--- config.mk ---
export PLATFORM = sky130hd
export DESIGN_NAME = tdwc_queue
export DESIGN_NICKNAME = d
export VERILOG_FILES = /design/src/design/tdwc_pkg.sv /design/src/design/tdwc_queue.sv
export SDC_FILE = /design/constraint.sdc
export NUM_CORES = 1
export LEC_CHECK = 0
export ABC_AREA = 1
export BUFFER_PORTS_ARGS = -buffer_cell sky130_fd_sc_hd__clkbuf_2
export CAP_MARGIN = 15
export CORE_MARGIN = 2
export CORE_UTILIZATION = 61
export CTS_CLUSTER_DIAMETER = 30
export CTS_CLUSTER_SIZE = 16
export DETAILED_ROUTE_END_ITERATION = 12
export PLACE_DENSITY = 0.9
export SLEW_MARGIN = 20
export SYNTH_ARGS = -nofsm -noshare
export SYNTH_HDL_FRONTEND = slang
export SYNTH_SLANG_ARGS = --single-unit
--- constraint.sdc ---
create_clock -name clk -period 13.55 [get_ports clk]
set_clock_uncertainty 0.1 [all_clocks]
set_input_delay 2.0325 -clock clk [delete_from_list [all_inputs] [get_ports clk]]
set_output_delay 2.0325 -clock clk [all_outputs]
set_load 0.02 [all_outputs]
--- src/design/tdwc_pkg.sv ---
// Shared types, widths and register codes of the track/detection weighted cost unit.
`timescale 1ns / 1ps

package tdwc_pkg;

	// Coordinate width of the payload struct below. Valid from 16 to 32.
	localparam int COORD_WIDTH = 24;
	localparam int EXT_W       = 20;
	localparam int WGT_W       = 16;
	localparam int GATE_W      = 20;
	localparam int COST_W      = 24;
	localparam int CFG_IDX_W   = 2;
	localparam int CFG_DATA_W  = 20;

	// Wide coordinates lose their low bits before the square root.
	localparam int SHIFT  = (COORD_WIDTH > 24) ? (COORD_WIDTH - 24) : 0;
	localparam int AX_W   = COORD_WIDTH - SHIFT;
	localparam int SQ_W   = 2 * AX_W + 2;
	localparam int RT_W   = AX_W + 1;
	localparam int QT_W   = RT_W + SHIFT + 16;
	localparam int CD_W   = 41;
	localparam int OV_W   = EXT_W + 1;
	localparam int VOL_W  = 3 * EXT_W + 3;
	localparam int UNI_W  = VOL_W + 1;
	localparam int CO_W   = 17;
	localparam int EDGE_W = ((COORD_WIDTH + 1 > EXT_W + 1) ? (COORD_WIDTH + 1) : (EXT_W + 1)) + 1;

	// Depth of the queue between front and back; a power of two.
	localparam int QUEUE_DEPTH = 4;

	localparam logic [WGT_W-1:0]  WEIGHT_DISTANCE_RST = WGT_W'(4096);
	localparam logic [WGT_W-1:0]  WEIGHT_OVERLAP_RST  = WGT_W'(4096);
	localparam logic [GATE_W-1:0] DISTANCE_GATE_RST   = GATE_W'(1280);

	typedef enum logic [CFG_IDX_W-1:0] {
		CFG_WEIGHT_DISTANCE = 2'd0,
		CFG_WEIGHT_OVERLAP  = 2'd1,
		CFG_DISTANCE_GATE   = 2'd2
	} tdwc_cfg_idx_t;

	typedef struct packed {
		logic signed [COORD_WIDTH-1:0] trk_x;
		logic signed [COORD_WIDTH-1:0] trk_y;
		logic signed [COORD_WIDTH-1:0] trk_z;
		logic [EXT_W-1:0]              trk_len;
		logic [EXT_W-1:0]              trk_wid;
		logic [EXT_W-1:0]              trk_hgt;
		logic signed [COORD_WIDTH-1:0] det_x;
		logic signed [COORD_WIDTH-1:0] det_y;
		logic signed [COORD_WIDTH-1:0] det_z;
		logic [EXT_W-1:0]              det_len;
		logic [EXT_W-1:0]              det_wid;
		logic [EXT_W-1:0]              det_hgt;
	} tdwc_in_t;

	typedef struct packed {
		logic [COST_W-1:0] assoc_cost;
		logic              cost_saturated;
	} tdwc_out_t;

	// Geometry of one item as handed from the front to the back.
	typedef struct packed {
		logic [SQ_W-1:0]  sq;
		logic [VOL_W-1:0] inter;
		logic [VOL_W-1:0] vt;
		logic [VOL_W-1:0] vd;
	} tdwc_geom_t;

	typedef struct packed {
		logic [WGT_W-1:0]  wd;
		logic [WGT_W-1:0]  wo;
		logic [GATE_W-1:0] gate;
	} tdwc_cfg_t;

endpackage

--- src/design/tdwc_queue.sv ---
// Small register queue that decouples the front and back pipelines.
`timescale 1ns / 1ps

module tdwc_queue (
	input  logic                 clk,
	input  logic                 arst_n,
	input  logic                 push,
	input  tdwc_pkg::tdwc_geom_t push_data,
	output logic                 full,
	input  logic                 pop,
	output tdwc_pkg::tdwc_geom_t pop_data,
	output logic                 empty
);
	import tdwc_pkg::*;

	localparam int PTR_W = $clog2(QUEUE_DEPTH);

	tdwc_geom_t       entry_q [QUEUE_DEPTH];
	logic [PTR_W-1:0] wr_ptr_q, rd_ptr_q;
	logic [PTR_W:0]   count_q;

	assign full     = (count_q == (PTR_W+1)'(QUEUE_DEPTH));
	assign empty    = (count_q == '0);
	assign pop_data = entry_q[rd_ptr_q];

	always_ff @(posedge clk or negedge arst_n) begin
		if (!arst_n) begin
			wr_ptr_q <= '0;
			rd_ptr_q <= '0;
			count_q  <= '0;
		end else begin
			if (push) begin
				wr_ptr_q <= wr_ptr_q + 1'b1;
			end
			if (pop) begin
				rd_ptr_q <= rd_ptr_q + 1'b1;
			end
			unique case ({push, pop})
				2'b10:   count_q <= count_q + 1'b1;
				2'b01:   count_q <= count_q - 1'b1;
				default: count_q <= count_q;
			endcase
		end
	end

	always_ff @(posedge clk) begin
		if (push) begin
			entry_q[wr_ptr_q] <= push_data;
		end
	end

endmodule

==> results by group, run 1 <==
Timing
  • Fin crit share: 45.61%
  • Final Hold Viols: 0
  • Slew Viols, Final: 0
  • Least-Margin Pin Slew: 1154 ps
  • Setup tns final: 0 ps
  • FMAX: 0.1618 GHz
  • RSZ-0062 raised after global routing: false
  • Worst Setup Slack, final: 7370 ps
  • Setup violators final: 0
  • Min cycle time layout: 6180 ps
  • Slew headroom: 23.05%

CTS
  • Post-CTS Hold Buffers: 0
  • Post_cts resized: 0
  • Clk_lat worst skew: 690 ps
  • H-Tree Depth: 4
  • # Post-CTS Setup Buffers: 0
  • Clock Tree Buf Depth: 3
  • CTS buffer count: 148
  • CTS tree: yes
  • Clock root buffer: clkbuf_16
  • Sink Count: 963
  • Clock Pin Slew Worst Setup and Hold Paths: 50 ps

Logic synthesis
  • FF+latch count, synth: 963
  • Register area share after synthesis: 74.49%
  • Count of different cell masters after synthesis: 19
  • Synth area leaders: edfxtp_1 (74%), o211ai_1 (7.9%), nand2_1 (7.0%)
  • Syn. warnings: 0
  • Syn_nets: 3087
  • Syn_area_per_cell: 13.66 µm²
  • Post-synth top area cell: edfxtp_1
  • Netlist Area Pre-Place: 38780 µm²
  • Synth Instances: 2838
  • Yosys top cell area share: 74.03%

Setup path
  • Setup crit end kind: output port
  • Worst Setup SP: rd_ptr_q[0]
  • Crit path DAT: 4050 ps
  • WP depth: 6
  • Launch point of the worst reg-to-reg path: wr_ptr_q[0]
  • Delay of the slowest critical-path stage: 870 ps
  • CP top delay family: buffers and inverters
  • Crit Path Class: flop to output port
  • Critical path fanouts, max: 100
  • Buf/Inv on CP: 3
  • CP max-delay cell: buf_4
  • Worst Path Required: 11420 ps
  • Type of origin of the critical path: flop
  • Crit-path cells: buf_4 > buf_4 > nand2_1 > o211ai_1 > nand2_1 > clkbuf_2
  • Reg2reg path depth: 6

Power
  • VDD IR max: 0.0002219 V
  • Leak Pwr: 18.84 nW
  • Pwr Total: 11.89 mW
  • Pwr dens: 255.7 nW/µm²

Run
  • # Max-Cap Violations: 0

Worst hold path
  • Worst Hold Class: flop to flop
  • Hold path startpoint: count_q[2]
  • Worst hold stages: 2

Cells and area
  • Storage cell area: 28890 µm²
  • Finished Cell Area: 46480 µm²
  • Nets: 3578
  • Share of cells above drive strength 1: 23.62%
  • Area Overhead vs Synth: 19.86%
  • Area of the multi-input gates: 6820 µm²
  • Layout Cells excl Fill: 4318
  • Fillers: 3237

GRT
  • Gr ovfl total: 0
  • Vias in the first global route: 25100
  • Pin count of the biggest net entering global routing: 266
  • Total GRT Usage: 28.68%
  • Initial antenna violation count: 16
  • First-pass GRT wire length: 143800 µm

Placed design
  • I/O Buffers: 483
  • Setup WS pre-CTS: 8093 ps
  • Area after DPL: 41240 µm²
  • Detailed placer's ending HPWL: 47850 µm
  • Routability-driven placement congestion ratio: 0.7517
  • Placed cells: 4024

Drt
  • Initial drt markers: 3108
  • Via count: 24810
  • Post-route DRC: 0
  • Drt via density: 5.747
  • Post-Route WL: 95260 µm
  • Detailed Routing Iterations Pass 1: 6
  • Routed Antenna Nets: 0
  • Routed wire length per instance: 22.06 µm

Floorplanning
  • Chip width: 256.1 µm
  • Row count: 92
  • Core ar.: 62970 µm²
  • Ports: 484
  • Chip height: 256.1 µm
  • Starting density of the core: 61.58%
  • Die footprint: 65600 µm²

Run status
  • Run status: finished clean
-- placed cells by master (no fill, tap or decap), types with 4 or more instances in the layout --
cell | Yosys | layout
clkinv_2 | 0 | 22
clkinv_4 | 0 | 8
clkinv_1 | 0 | 22
diode_2 | 0 | 21
inv_16 | 0 | 4
edfxtp_1 | 956 | 956
o211ai_1 | 408 | 408
o211ai_2 | 70 | 70
nand2_1 | 728 | 728
inv_6 | 0 | 10
inv_8 | 0 | 5
buf_4 | 8 | 14
clkbuf_16 | 0 | 148
clkinvlp_4 | 0 | 14
clkbuf_2 | 0 | 483
ha_1 | 5 | 5
clkinv_16 | 0 | 5
clkbuf_1 | 10 | 14
bufinv_16 | 0 | 22
inv_1 | 491 | 487
dfrtp_1 | 7 | 5
-- worst reg2reg max path, delay by kind of cell, from the launching register on --
kind	cells	cell delay [ps]
DFF	1	430
adders and majority gates	1	140
buffers and inverters	4	2510
and+or+nand+nor	1	120
-- logic make-up (layout without fill, tap and decap cells) --
group	after synthesis	count (layout)	share of synthesized area, %
flops	963	963	74.49
compound gates	480	480	10.18
xor+xnor	4	4	0.09037
other cells	0	21	0
simple gates	732	732	7.102
buf+inv	653	1266	7.925
fa+ha+maj	6	6	0.2130
-- state kept, by name (all words and copies together), names as in the netlist --
register / flops
wr_ptr_q: 2
rd_ptr_q: 2
count_q: 3
entry_q: 956
-- cell usage after synthesis, drive strengths merged --
cell type	n
nor3	2
dfrtp	7
o21ai	2
fa	1
nand4	1
buf	151
clkbuf	10
inv	492
nand2	728
edfxtp	956
nand3	1
xnor2	1
o211ai	478
ha	5
xor2	3
-- report_power, final --
group | internal (mW) | switching (mW) | leakage [nW]
Sequential | 3.91 | 0.198 | 8.86
Combinational | 1.02 | 2.87 | 7.51
Clock | 2.46 | 1.43 | 2.47
Total | 7.39 | 4.49 | 18.8
-- per-layer routing --
metal / up-vias / GRT usage [%] / part of all wire (%)
met3: 299 / 8.279 / 11
met1: 12010 / 33.03 / 34
met2: 1519 / 49.38 / 51
met5: - / 0 / 0.043
li1: 10980 / - / -
met4: 6 / 13.82 / 4.7
-- worst paths after layout --
check                      slack, ps         endpoint
min                              430       count_q[2]
max                             7370    pop_data[168]
max in group asynchronous      12090      rd_ptr_q[1]
min in group asynchronous       1070      rd_ptr_q[0]
max reg2reg                     9810  entry_q[2][198]
min reg2reg                      430       count_q[2]
-- stage by stage --
step	hold slack (ps)	util [%]
2_1_floorplan	363.4	-
3_3_place_gp	397.8	65.50
3_5_place_dp	420.1	65.50
4_1_cts	430.3	73.68
5_1_grt	468.3	73.78
6_report	428.6	73.82
-- area by class of cell --
type	count	area share [%]
Sequential cell	963	62.16
Multi-Input combinational cell	1222	14.67
Clock buffer	162	8.081
Timing Repair Buffer	502	5.640
Inverter	492	4.054
Clock inverter	110	3.002
Tap cell	846	2.277
Antenna cell	21	0.1131
(Power assumes the default switching activity.)
==> inputs of run 2 (changes only) <==
--- a/config.mk
+++ b/config.mk
@@ -9,11 +9,11 @@
 export BUFFER_PORTS_ARGS = -buffer_cell sky130_fd_sc_hd__clkbuf_2
 export CAP_MARGIN = 15
 export CORE_MARGIN = 2
-export CORE_UTILIZATION = 61
+export CORE_UTILIZATION = 52
 export CTS_CLUSTER_DIAMETER = 30
 export CTS_CLUSTER_SIZE = 16
 export DETAILED_ROUTE_END_ITERATION = 12
-export PLACE_DENSITY = 0.9
+export PLACE_DENSITY = 0.83
 export SLEW_MARGIN = 20
 export SYNTH_ARGS = -nofsm -noshare
 export SYNTH_HDL_FRONTEND = slang
==> constraint.sdc (replaced) <==
create_clock -name clk -period 5.3 [get_ports clk]
set_clock_uncertainty 0.1 [all_clocks]
set_input_delay 0.795 -clock clk [delete_from_list [all_inputs] [get_ports clk]]
set_output_delay 0.795 -clock clk [all_outputs]
set_load 0.02 [all_outputs]
==> run 2 against run 1 <==
Largest power group unchanged; highest routed layer unchanged; final area rose by 1.7%; final cell count grew 3.5%; critical path type unchanged; clock power rose to 2.6 times the previous value; worst hold slack got worse by 240 ps.
==> results by group, run 2 (synthesis gave the netlist of run 1 again) <==
Floorplanning
  • Chip height: 277.1 µm (was 256.1 µm)
  • Ports: 484 (unchanged)
  • Die footprint: 76770 µm² (was 65600 µm²)
  • Core ar.: 74070 µm² (was 62970 µm²)
  • Starting density of the core: 52.35% (was 61.58%)
  • Row count: 100 (was 92)
  • Chip width: 277.1 µm (was 256.1 µm)

Timing
  • Slew headroom: 23.14% (was 23.05%)
  • Slew Viols, Final: 0 (unchanged)
  • Least-Margin Pin Slew: 1153 ps (was 1154 ps)
  • Worst Setup Slack, final: 1237 ps (was 7370 ps)
  • Setup violators final: 0 (unchanged)
  • Final Hold Viols: 0 (unchanged)
  • Setup tns final: 0 ps (unchanged)
  • FMAX: 0.2461 GHz
  • Min cycle time layout: 4063 ps
  • RSZ-0062 raised after global routing: false (unchanged)
  • Fin crit share: 76.66%

Placed design
  • Setup WS pre-CTS: 2073 ps (was 8093 ps)
  • Detailed placer's ending HPWL: 49640 µm (was 47850 µm)
  • Placed cells: 4178 (was 4024)
  • I/O Buffers: 483 (unchanged)
  • Routability-driven placement congestion ratio: 0.8701 (was 0.7517)

Drt
  • Initial drt markers: 1913 (was 3108)
  • Drt via density: 5.354 (was 5.747)
  • Detailed Routing Iterations Pass 1: 6 (unchanged)
  • Post-route DRC: 0 (unchanged)
  • Post-Route WL: 85630 µm (was 95260 µm)
  • Routed Antenna Nets: 0 (unchanged)
  • Via count: 23930 (was 24810)
  • Routed wire length per instance: 19.16 µm (was 22.06 µm)

Setup path
  • Worst Setup SP: rd_ptr_q[1] (was rd_ptr_q[0])
  • Delay of the slowest critical-path stage: 670 ps (was 870 ps)
  • CP max-delay cell: dfrtp_4 (was buf_4)
  • Critical path fanouts, max: 98 (was 100)
  • Crit-path cells: inv_8 > buf_4 > o211ai_1 > nand2_1 > clkbuf_2 (was buf_4 > buf_4 > nand2_1 > o211ai_1 > nand2_1 > clkbuf_2)
  • Worst Path Required: 4410 ps (was 11420 ps)
  • Crit Path Class: flop to output port (unchanged)
  • Type of origin of the critical path: flop (unchanged)
  • Reg2reg path depth: 5 (was 6)
  • Setup crit end kind: output port (unchanged)
  • End of the worst register-to-register path: entry_q[2][121] (was entry_q[2][198])
  • Crit path DAT: 3170 ps (was 4050 ps)
  • Launch point of the worst reg-to-reg path: wr_ptr_q[0] (unchanged)
  • R2R Setup Slk: 2580 ps (was 9810 ps)

Cells and area
  • Max FFs per register: 956 (unchanged)
  • Most frequent cells in the layout: edfxtp_1 (956), nand2_1 (728), inv_1 (487) (unchanged)
  • Most flops, register: entry_q (unchanged)
  • Most common cell after layout, fill and taps aside: edfxtp_1 (unchanged)
  • Nets: 3613 (was 3578)
  • Largest registers: entry_q (956), count_q (3) (unchanged)
  • Share of cells above drive strength 1: 24.66% (was 23.62%)
  • Area Overhead vs Synth: 21.89% (was 19.86%)
  • Layout Cells excl Fill: 4469 (was 4318)

GRT
  • M1 GR Usage: 25.71% (was 33.03%)
  • GR Util met2: 37.62% (was 49.38%)
  • Initial antenna violation count: 11 (was 16)
  • Met3 usage: 6.522% (was 8.279%)
  • Gr busiest metal: met2 (unchanged)
  • Pin count of the biggest net entering global routing: 134 (was 266)
  • First-pass GRT wire length: 132300 µm (was 143800 µm)
  • Total GRT Usage: 22.08% (was 28.68%)
  • Gr ovfl total: 0 (unchanged)
  • Vias in the first global route: 24110 (was 25100)

Power
  • Comb pwr share: 32.3% (was 32.8%)
  • Pint: 19.32 mW (was 7.391 mW)
  • Switch Pwr: 11.26 mW (was 4.495 mW)
  • Clock power frac: 33.5% (was 32.7%)
  • Pwr dens: 647.0 nW/µm² (was 255.7 nW/µm²)
  • Sequential power share: 34.2% (was 34.6%)
  • VDD IR max: 0.0005519 V (was 0.0002219 V)
  • Pwr Total: 30.58 mW (was 11.89 mW)
  • Leak Pwr: 19.13 nW (was 18.84 nW)
  • Sw Ratio: 36.82% (was 37.81%)

CTS
  • CTS buffer count: 152 (was 148)
  • Clock root buffer: clkbuf_16 (unchanged)
  • CTS tree: yes (unchanged)
  • Clock Tree Buf Depth: 3 (unchanged)
  • Clock Pin Slew Worst Setup and Hold Paths: 60 ps (was 50 ps)
  • H-Tree Depth: 4 (unchanged)
  • # Post-CTS Setup Buffers: 0 (unchanged)
  • Sink Count: 963 (unchanged)
  • Clk_lat worst skew: 710 ps (was 690 ps)

Worst hold path
  • Hold path startpoint: push_data[201] (was count_q[2])
  • WHS Endpoint: entry_q[1][201] (was count_q[2])
  • Worst Hold Class: input pin to flop (was flop to flop)
  • Worst hold stages: 1 (was 2)

Run
  • # Max-Cap Violations: 0 (unchanged)

Run status
  • Run status: finished clean (unchanged)
run 2: cell types whose count changed in the layout (fill, tap and decap cells not counted), moves of 2 or more:
cell	previous run	this run
diode_2	21	9
buf_12	3	19
clkinv_16	5	8
clkinv_8	3	0
clkinv_2	22	20
clkbuf_1	14	10
clkbuf_16	148	152
clkinv_1	22	19
clkinvlp_4	14	21
clkinv_4	8	11
buf_4	14	30
inv_6	10	12
run 2: through the flow:
stage | util (%) | hold slack (ps) | instance area (µm²)
floorplan | - | 363.4 | 38790
global placement | 56.45 | 380.5 | 41820
detailed placement | 56.45 | 392.5 | 41820
CTS | 63.78 | 133.9 | 47240
global route | 63.80 | 157.7 | 47260
finish | 63.81 | 189.1 | 47270
run 2: area by class of cell:
type | instances | area, µm²
fill | 4888 | 26810
clock buffer | 162 | 3841
timing repair buffer | 533 | 3033
sequential | 963 | 28890
multi-input combinational | 1222 | 6820
clock inverter | 119 | 1577
tap | 969 | 1212
antenna | 9 | 22.52
inverter | 492 | 1869
run 2: timing repair:
item | in CTS | in global routing
hold buffers | 1 | 0
gates resized for setup | 0 | 0
endpoints found under the hold margin | 7 | 0
run 2: worst max path at each step:
stage                               end  slack [ps]  cells after the start
after detailed placement  pop_data[178]        2070                      5
after CTS                 pop_data[130]        1250                      5
after global routing       pop_data[59]        1110                      4
after global placement    pop_data[121]        2090                      4
after floorplan           entry_q[3][0]         170                      3
final                     pop_data[139]        1240                      5
run 2: layer usage:
metal  vias to the layer above  wire length, µm  share of wire [%]
met5                         -               51              0.060
met1                     11580            30850                 36
met3                       240             7532                8.8
met4                         8             3381                3.9
met2                      1054            43820                 51
li1                      11040                -                  -
run 2: power groups by stage:
stage	registers (mW)	logic, mW	clock network (mW)
floorplan	10.6	7.03	0
global placement	10.5	9.56	0
detailed placement	10.6	9.78	0
CTS	10.5	9.93	10.4
global route	10.6	10.7	10.7
finish	10.5	9.88	10.2
run 2: worst max-delay path: cells and delay by family (launching register included):
kind	cells	cell delay [ps]
compound gates	1	200
buf+inv	3	1300
flops	1	670
simple gates	1	120
